### src/design/sc2c_pkg.sv
`timescale 1ns / 1ps
// Package for the scan-code-set-1 keyboard decoder with character FIFO.
// Holds FIFO sizing, scan code constants, op codes and the three key ROMs.
// No dependencies.
package sc2c_pkg;

    localparam int FIFO_DEPTH = 128;
    localparam int ADDR_W     = (FIFO_DEPTH > 1) ? $clog2(FIFO_DEPTH) : 1;
    localparam int CNT_W      = $clog2(FIFO_DEPTH + 1);

    localparam logic OP_SCAN = 1'b0;
    localparam logic OP_READ = 1'b1;

    localparam logic [7:0] SC_PREFIX = 8'hE0;
    localparam logic [6:0] KEY_LSHIFT = 7'h2A;
    localparam logic [6:0] KEY_RSHIFT = 7'h36;
    localparam logic [6:0] KEY_CTRL   = 7'h1D;
    localparam logic [6:0] KEY_ALT    = 7'h38;

    function automatic logic [7:0] rom_normal(input logic [6:0] key);
        logic [7:0] ch;
        case (key)
            7'd1:  ch = 8'h1B;  7'd2:  ch = 8'h31;  7'd3:  ch = 8'h32;  7'd4:  ch = 8'h33;
            7'd5:  ch = 8'h34;  7'd6:  ch = 8'h35;  7'd7:  ch = 8'h36;  7'd8:  ch = 8'h37;
            7'd9:  ch = 8'h38;  7'd10: ch = 8'h39;  7'd11: ch = 8'h30;  7'd12: ch = 8'h2B;
            7'd13: ch = 8'h27;  7'd14: ch = 8'h08;  7'd15: ch = 8'h09;  7'd16: ch = 8'h71;
            7'd17: ch = 8'h77;  7'd18: ch = 8'h65;  7'd19: ch = 8'h72;  7'd20: ch = 8'h74;
            7'd21: ch = 8'h79;  7'd22: ch = 8'h75;  7'd23: ch = 8'h69;  7'd24: ch = 8'h6F;
            7'd25: ch = 8'h70;  7'd26: ch = 8'h61;  7'd27: ch = 8'h75;  7'd28: ch = 8'h0A;
            7'd30: ch = 8'h61;  7'd31: ch = 8'h73;  7'd32: ch = 8'h64;  7'd33: ch = 8'h66;
            7'd34: ch = 8'h67;  7'd35: ch = 8'h68;  7'd36: ch = 8'h6A;  7'd37: ch = 8'h6B;
            7'd38: ch = 8'h6C;  7'd39: ch = 8'h6F;  7'd40: ch = 8'h61;  7'd41: ch = 8'h7C;
            7'd43: ch = 8'h3C;  7'd44: ch = 8'h7A;  7'd45: ch = 8'h78;  7'd46: ch = 8'h63;
            7'd47: ch = 8'h76;  7'd48: ch = 8'h62;  7'd49: ch = 8'h6E;  7'd50: ch = 8'h6D;
            7'd51: ch = 8'h2C;  7'd52: ch = 8'h2E;  7'd53: ch = 8'h2D;  7'd57: ch = 8'h20;
            default: ch = 8'h00;
        endcase
        return ch;
    endfunction

    function automatic logic [7:0] rom_shift(input logic [6:0] key);
        logic [7:0] ch;
        case (key)
            7'd1:  ch = 8'h1B;  7'd2:  ch = 8'h21;  7'd3:  ch = 8'h22;  7'd4:  ch = 8'h23;
            7'd5:  ch = 8'h24;  7'd6:  ch = 8'h25;  7'd7:  ch = 8'h26;  7'd8:  ch = 8'h2F;
            7'd9:  ch = 8'h28;  7'd10: ch = 8'h29;  7'd11: ch = 8'h3D;  7'd12: ch = 8'h3F;
            7'd13: ch = 8'h60;  7'd14: ch = 8'h08;  7'd15: ch = 8'h09;  7'd16: ch = 8'h51;
            7'd17: ch = 8'h57;  7'd18: ch = 8'h45;  7'd19: ch = 8'h52;  7'd20: ch = 8'h54;
            7'd21: ch = 8'h59;  7'd22: ch = 8'h55;  7'd23: ch = 8'h49;  7'd24: ch = 8'h4F;
            7'd25: ch = 8'h50;  7'd26: ch = 8'h41;  7'd27: ch = 8'h55;  7'd28: ch = 8'h0D;
            7'd30: ch = 8'h41;  7'd31: ch = 8'h53;  7'd32: ch = 8'h44;  7'd33: ch = 8'h46;
            7'd34: ch = 8'h47;  7'd35: ch = 8'h48;  7'd36: ch = 8'h4A;  7'd37: ch = 8'h4B;
            7'd38: ch = 8'h4C;  7'd39: ch = 8'h4F;  7'd40: ch = 8'h41;  7'd41: ch = 8'h2A;
            7'd43: ch = 8'h3E;  7'd44: ch = 8'h5A;  7'd45: ch = 8'h58;  7'd46: ch = 8'h43;
            7'd47: ch = 8'h56;  7'd48: ch = 8'h42;  7'd49: ch = 8'h4E;  7'd50: ch = 8'h4D;
            7'd51: ch = 8'h3B;  7'd52: ch = 8'h3A;  7'd53: ch = 8'h5F;  7'd57: ch = 8'h20;
            default: ch = 8'h00;
        endcase
        return ch;
    endfunction

    function automatic logic [7:0] rom_altgr(input logic [6:0] key);
        logic [7:0] ch;
        case (key)
            7'd3:  ch = 8'h40;  7'd4:  ch = 8'h23;  7'd5:  ch = 8'h24;  7'd8:  ch = 8'h7B;
            7'd9:  ch = 8'h5B;  7'd10: ch = 8'h5D;  7'd11: ch = 8'h7D;  7'd12: ch = 8'h5C;
            7'd18: ch = 8'h45;  7'd27: ch = 8'h7C;  7'd41: ch = 8'h7E;  7'd43: ch = 8'h3E;
            default: ch = 8'h00;
        endcase
        return ch;
    endfunction

endpackage

### src/design/scancode_to_char_fifo_unit.sv
`timescale 1ns / 1ps
// Scan-code-set-1 keyboard decoder with a character ring FIFO.
// Depends on sc2c_pkg (sizing, scan code constants, key ROMs).
//
// Usage:
//   Input channel (s_valid/s_ready): s_op = OP_SCAN delivers a raw keyboard
//   byte on s_scan_byte; s_op = OP_READ pops one character. Every input
//   transfer yields exactly one result transfer on m_valid/m_ready:
//   m_char_out/m_char_valid carry a popped character (0/0 on an empty read
//   or a scan byte), m_dropped flags a decoded character lost to a full FIFO.
//   Decode, modifier update and FIFO push/pop all happen at the input
//   transfer; the FIFO memory read data is registered, then the result
//   register follows, so m_valid rises once the item has passed the
//   read-data stage into the result register.
//   Throughput is one item per cycle: each item makes at most one write
//   and one read of the memory; both stages advance every cycle with m_ready.
//   When the receiver stalls, the read-data stage and the result register
//   fill up and s_ready drops; nothing is lost.
//   Reset clears modifier flags, FIFO pointers, fill count and both stage
//   valids; the character memory is not cleared (stale data is never output).
module scancode_to_char_fifo_unit (
    input  logic       aclk,
    input  logic       aresetn,
    input  logic       s_valid,
    output logic       s_ready,
    input  logic       s_op,
    input  logic [7:0] s_scan_byte,
    output logic       m_valid,
    input  logic       m_ready,
    output logic [7:0] m_char_out,
    output logic       m_char_valid,
    output logic       m_dropped
);
    import sc2c_pkg::*;

    logic [7:0]        char_mem [FIFO_DEPTH];

    logic [ADDR_W-1:0] wr_idx_reg, wr_idx_next;
    logic [ADDR_W-1:0] rd_idx_reg, rd_idx_next;
    logic [CNT_W-1:0]  fill_reg, fill_next;
    logic              shift_reg, shift_next;
    logic              ctrl_reg, ctrl_next;
    logic              altgr_reg, altgr_next;
    logic              prefix_reg, prefix_next;

    logic              p1_valid_reg;
    logic              p1_hit_reg;
    logic              p1_drop_reg;
    logic [7:0]        rd_data_reg;

    logic              m_valid_reg;
    logic [7:0]        m_char_out_reg;
    logic              m_char_valid_reg;
    logic              m_dropped_reg;

    logic              accept;
    logic              p1_advance;
    logic              fifo_full;
    logic              read_hit;
    logic              do_write;
    logic              drop;
    logic              released;
    logic [6:0]        key;
    logic              is_shift;
    logic              is_ctrl;
    logic              is_altgr;
    logic [7:0]        ch;

    assign p1_advance = p1_valid_reg && (!m_valid_reg || m_ready);
    assign s_ready    = !p1_valid_reg || p1_advance;
    assign accept     = s_valid && s_ready;
    assign fifo_full  = (fill_reg == CNT_W'(FIFO_DEPTH));

    assign released = s_scan_byte[7];
    assign key      = s_scan_byte[6:0];
    assign is_shift = (key == KEY_LSHIFT) || (key == KEY_RSHIFT);
    assign is_ctrl  = (key == KEY_CTRL);
    assign is_altgr = (key == KEY_ALT) && prefix_reg;

    always_comb begin
        if (altgr_reg || (ctrl_reg && prefix_reg)) begin
            ch = rom_altgr(key);
        end else if (shift_reg) begin
            ch = rom_shift(key);
        end else begin
            ch = rom_normal(key);
        end
    end

    always_comb begin
        wr_idx_next = wr_idx_reg;
        rd_idx_next = rd_idx_reg;
        fill_next   = fill_reg;
        shift_next  = shift_reg;
        ctrl_next   = ctrl_reg;
        altgr_next  = altgr_reg;
        prefix_next = prefix_reg;
        read_hit    = 1'b0;
        do_write    = 1'b0;
        drop        = 1'b0;
        if (s_op == OP_READ) begin
            read_hit = (fill_reg != '0);
        end else if (s_scan_byte == SC_PREFIX) begin
            prefix_next = 1'b1;
        end else if (released) begin
            if (is_shift) begin
                shift_next = 1'b0;
            end else if (is_ctrl) begin
                ctrl_next = 1'b0;
            end else if (is_altgr) begin
                altgr_next = 1'b0;
            end
            prefix_next = 1'b0;
        end else if (is_shift) begin
            shift_next = 1'b1;
        end else if (is_ctrl) begin
            ctrl_next = 1'b1;
        end else if (is_altgr) begin
            altgr_next = 1'b1;
        end else begin
            prefix_next = 1'b0;
            if (ch != 8'h00) begin
                do_write = !fifo_full;
                drop     = fifo_full;
            end
        end
        if (do_write) begin
            wr_idx_next = (wr_idx_reg == ADDR_W'(FIFO_DEPTH - 1)) ? '0
                        : wr_idx_reg + ADDR_W'(1);
            fill_next   = fill_reg + CNT_W'(1);
        end
        if (read_hit) begin
            rd_idx_next = (rd_idx_reg == ADDR_W'(FIFO_DEPTH - 1)) ? '0
                        : rd_idx_reg + ADDR_W'(1);
            fill_next   = fill_reg - CNT_W'(1);
        end
    end

    always_ff @(posedge aclk) begin
        if (!aresetn) begin
            wr_idx_reg   <= '0;
            rd_idx_reg   <= '0;
            fill_reg     <= '0;
            shift_reg    <= 1'b0;
            ctrl_reg     <= 1'b0;
            altgr_reg    <= 1'b0;
            prefix_reg   <= 1'b0;
            p1_valid_reg <= 1'b0;
            m_valid_reg  <= 1'b0;
        end else begin
            if (accept) begin
                wr_idx_reg <= wr_idx_next;
                rd_idx_reg <= rd_idx_next;
                fill_reg   <= fill_next;
                shift_reg  <= shift_next;
                ctrl_reg   <= ctrl_next;
                altgr_reg  <= altgr_next;
                prefix_reg <= prefix_next;
            end
            if (accept) begin
                p1_valid_reg <= 1'b1;
            end else if (p1_advance) begin
                p1_valid_reg <= 1'b0;
            end
            if (p1_advance) begin
                m_valid_reg <= 1'b1;
            end else if (m_ready) begin
                m_valid_reg <= 1'b0;
            end
        end
    end

    // character memory: one write port, registered read
    always_ff @(posedge aclk) begin
        if (accept && do_write) begin
            char_mem[wr_idx_reg] <= ch;
        end
        if (accept) begin
            rd_data_reg <= char_mem[rd_idx_reg];
            p1_hit_reg  <= read_hit;
            p1_drop_reg <= drop;
        end
        if (p1_advance) begin
            m_char_out_reg   <= p1_hit_reg ? rd_data_reg : 8'h00;
            m_char_valid_reg <= p1_hit_reg;
            m_dropped_reg    <= p1_drop_reg;
        end
    end

    assign m_valid      = m_valid_reg;
    assign m_char_out   = m_char_out_reg;
    assign m_char_valid = m_char_valid_reg;
    assign m_dropped    = m_dropped_reg;

    a_fill_bound: assert property (@(posedge aclk) disable iff (!aresetn)
        fill_reg <= CNT_W'(FIFO_DEPTH))
        else $error("fill count above FIFO depth");

    a_valid_char_nonzero: assert property (@(posedge aclk) disable iff (!aresetn)
        m_valid && m_char_valid |-> m_char_out != 8'h00)
        else $error("popped character is zero");

    a_drop_only_when_full: assert property (@(posedge aclk) disable iff (!aresetn)
        accept && drop |-> fifo_full && !do_write)
        else $error("drop without full FIFO");

    a_pop_decrements: assert property (@(posedge aclk) disable iff (!aresetn)
        accept && read_hit |=> fill_reg == $past(fill_reg) - CNT_W'(1))
        else $error("pop did not decrement fill count");

    a_read_no_drop: assert property (@(posedge aclk) disable iff (!aresetn)
        m_valid && m_dropped |-> !m_char_valid)
        else $error("drop and character in one result");

endmodule

### config.mk
export PLATFORM = sky130hd
export DESIGN_NAME = scancode_to_char_fifo_unit
export DESIGN_NICKNAME = d
export VERILOG_FILES = /design/src/design/sc2c_pkg.sv /design/src/design/scancode_to_char_fifo_unit.sv
export SDC_FILE = /design/constraint.sdc
export NUM_CORES = 1
export LEC_CHECK = 0
export ABC_AREA = 1
export BUFFER_PORTS_ARGS = -buffer_cell sky130_fd_sc_hd__buf_2
export CORE_MARGIN = 1
export CORE_UTILIZATION = 40
export DETAILED_ROUTE_END_ITERATION = 12
export HOLD_SLACK_MARGIN = 0.15
export PLACE_DENSITY_LB_ADDON = 0.05
export SKIP_CTS_REPAIR_TIMING = 1
export SKIP_LAST_GASP = 1
export SYNTH_ARGS = -nofsm -noshare
export SYNTH_HDL_FRONTEND = slang
export SYNTH_SLANG_ARGS = --single-unit
### constraint.sdc
create_clock -name aclk -period 4.8 [get_ports aclk]
set_input_delay 0.72 -clock aclk [delete_from_list [all_inputs] [get_ports aclk]]
set_output_delay 0.72 -clock aclk [all_outputs]
set_load 0.05 [all_outputs]
==> results.sh <==
export IMPL_synth_area_mux_share=0
export IMPL_synth_xor_xnor_area_share=0.00224
export IMPL_vias_per_cell=5.72
export IMPL_synth_compound_area_share=0.121
export IMPL_min_period_ns=3.70
export IMPL_synth_avg_cell_area_um2=12.0
export IMPL_overflow=0
export IMPL_grt_pass1_wl_um=182000
export IMPL_io_pins=25
export IMPL_final_cell_mix="edfxtp_1, nor2_1, o21ai_0"
export IMPL_cts_clk_slew_worst_paths_ns=0.06
export IMPL_end_kind="flop"
export IMPL_ys_flop_type="edfxtp_1"
export IMPL_worst_r2r_cell_count=14
export IMPL_synth_fa_ha_area_frac=0.00564
export IMPL_drt_iter0_markers=2635
export IMPL_dr_total_vias=26900
export IMPL_crit_fanout=9
export IMPL_worstReg2RegEnd="char_mem[55][1]"
export IMPL_placed_cells=4516
export IMPL_finClkSkew_ns=0.0266
export IMPL_rrSetupSlack_ns=1.18
export IMPL_grtUsageTotal=0.249
export IMPL_yosys_warnings=0
export IMPL_critPathArrivalTime_ns=4.01
export IMPL_num_rows=114
export IMPL_irDropWorstVdd_v=0.000284
export IMPL_die_h_um=314
export IMPL_cts_tree="built"
export IMPL_min_from="m_ready"
export IMPL_p_leak_uw=0.0152
export IMPL_grt_max_degree=184
export IMPL_setup_ws_ns=1.10
export IMPL_fillers=8797
export IMPL_path_cells="buf_2, inv_1, ha_1, inv_1, nand2_1, nand2_1, o21ai_0, nand2_1, o21ai_0, nand3_1, nand3_1, nor2_1, nand2_2, nand3_2, nor2_1, inv_1, buf_12, nor2_1"
export IMPL_synth_edff_count=914
export IMPL_clock_fmax_ghz=0.270
export IMPL_largest_register_ff_count=896
export IMPL_status="finished clean"
export IMPL_worst_setup_path_type="in -> reg"
export IMPL_power_density_mw_per_mm2=440
export IMPL_whs_endpoint="m_valid"
export IMPL_antenna_found_initial=0
export IMPL_syn_cell_area_mm2=0.0390
export IMPL_cts_sinks=942
export IMPL_holdPathStages=4
export IMPL_start_kind="primary input"
export IMPL_final_nets=3376
export IMPL_synth_simple_area_share=0.122
export IMPL_hold_viol=0
export IMPL_detail_route_antenna_nets=0
export IMPL_dieWidth_um=314
export IMPL_finalNonFillerCells=4708
export IMPL_initial_utilization=0.403
export IMPL_syn_inst=3248
export IMPL_die_area_mm2=0.0988
export IMPL_tightest_slew_ns=1.14
export IMPL_htree_num_levels=3
export IMPL_firstDrtPassIters=5
export IMPL_wl_per_cell_um=26.1
export IMPL_cts_buffers=104
export IMPL_pre_cts_ws_ns=0.477
export IMPL_dp_hpwl_um=76400
export IMPL_yosysSeqAreaShare=0.718
export IMPL_rr_startpoint="prefix_reg"
export IMPL_synth_top_family_by_area="simple AND/OR/NAND/NOR gates"
export IMPL_async_flop_share=0
export IMPL_clk_root_buffer_cell="clkbuf_16"
export IMPL_maxCapViolCount=0
export IMPL_slew_headroom=0.243
export IMPL_grt_pass1_vias=27200
export IMPL_insertion_delay_ns=0.70
export IMPL_cpMaxStageDelayCell="nor2_1"
export IMPL_post_route_period_util=0.770
export IMPL_drc_errors=0
export IMPL_cpPeakStageDelay_ns=0.47
export IMPL_cts_buffer_depth=3
export IMPL_totalWireLength_um=123000
export IMPL_synth_seq_cells=942
export IMPL_drive_gt1_frac=0.119
export IMPL_power_total_uw=19900
export IMPL_yosysUniqueCellTypes=49
export IMPL_worstPathRequired_ns=5.11
export IMPL_core_mm2=0.0967
export IMPL_area_growth_pct=15.8
export IMPL_n_antenna_cell=0
export IMPL_gp_congestion=0.945
export IMPL_setup_viol=0
export IMPL_slew_viol_final=0
export IMPL_min_path_type="in -> reg"
export IMPL_layout_commonest_cell="edfxtp_1"
export IMPL_portBuffers=23
export IMPL_syn_nets=3278
export IMPL_rsz0062_at_grt="false"
export IMPL_fin_setup_tns_ns=0
cell usage after synthesis, types with 2 or more instances:
cell type  instances  area (um^2)
nor2_2             3         18.8
buf_4              4         30.0
nor3b_1            2         15.0
buf_1              9         33.8
a31oi_1           14         87.6
nand3_2            3         30.0
a221oi_1           2         17.5
clkinv_1           4         15.0
clkbuf_1         181          679
o221ai_1          87          762
nand3_1          133          666
nand2_1          307         1150
nand4_1           18          113
dfxtp_1           28          561
nand2_2            4         25.0
buf_2              9         45.0
nor2_8             2         40.0
a211oi_1           3         22.5
o2111ai_1          2         17.5
xor2_1             8         70.1
nand2_4            2         22.5
o211ai_1          21          158
inv_1             82          308
o22ai_1          136          851
o21ai_0          484         2420
ha_1              16          200
a311oi_1           2         17.5
buf_6              9          101
nand3_4            6          105
nor3_1             4         20.0
a21oi_1           62          310
xnor2_1            2         17.5
edfxtp_1         914        27400
inv_2              4         15.0
nor2_1           667         2500
report_power, final:
part | switching [uW] | internal [uW]
sequential | 62.3 | 9160
combinational | 1650 | 559
clock | 3320 | 5130
metrics by stage:
stage	area (um^2)	utilization	hold slack (ns)
floorplan	39000	-	0.400
global placement	41600	0.430	0.457
detailed placement	41600	0.430	0.461
CTS	45200	0.467	0.263
global route	45200	0.467	0.300
finish	45200	0.467	0.307
cell type report:
| type | count | area (um^2) | area share |
|---|---|---|---|
| tap | 1276 | 1600 | 0.0353 |
| clock buffer | 119 | 2680 | 0.0593 |
| multi-input combinational | 2004 | 9830 | 0.218 |
| inverter | 90 | 355 | 0.00786 |
| sequential | 942 | 28000 | 0.620 |
| clock inverter | 73 | 942 | 0.0209 |
| timing repair buffer | 204 | 1760 | 0.0390 |
kinds of logic after synthesis:
logic type | after synthesis
other cells | 1
fa+ha+maj | 17
buf+inv | 302
xor+xnor | 10
simple gates | 1157
compound gates | 819
flops | 942
worst max path at each step:
stage                      endpoint            from  slack (ns)
floorplan           char_mem[72][0]  s_scan_byte[1]        0.61
global placement    char_mem[55][2]  s_scan_byte[2]        0.55
detailed placement  char_mem[15][3]  s_scan_byte[1]        0.48
CTS                 char_mem[55][1]  s_scan_byte[1]        1.21
global route        char_mem[23][1]  s_scan_byte[1]        0.86
finish              char_mem[55][1]  s_scan_byte[1]        1.10
per-layer routing:
layer  part of all wire  wire [um]  track usage
met5                  0          0            0
met4              0.024       2990       0.0694
met3              0.052       6430       0.0306
met2               0.48      59400        0.412
met1               0.44      54100        0.346
critical path: cells and delay by family:
kind,cells,cell delay [ns]
AO/OA/AOI/OAI,2,0.32
adder cells (fa/ha/maj),1,0.43
buffers and inverters,5,0.88
AND/OR/NAND/NOR,10,1.63
Note: power is estimated with default switching activity, not from simulation.
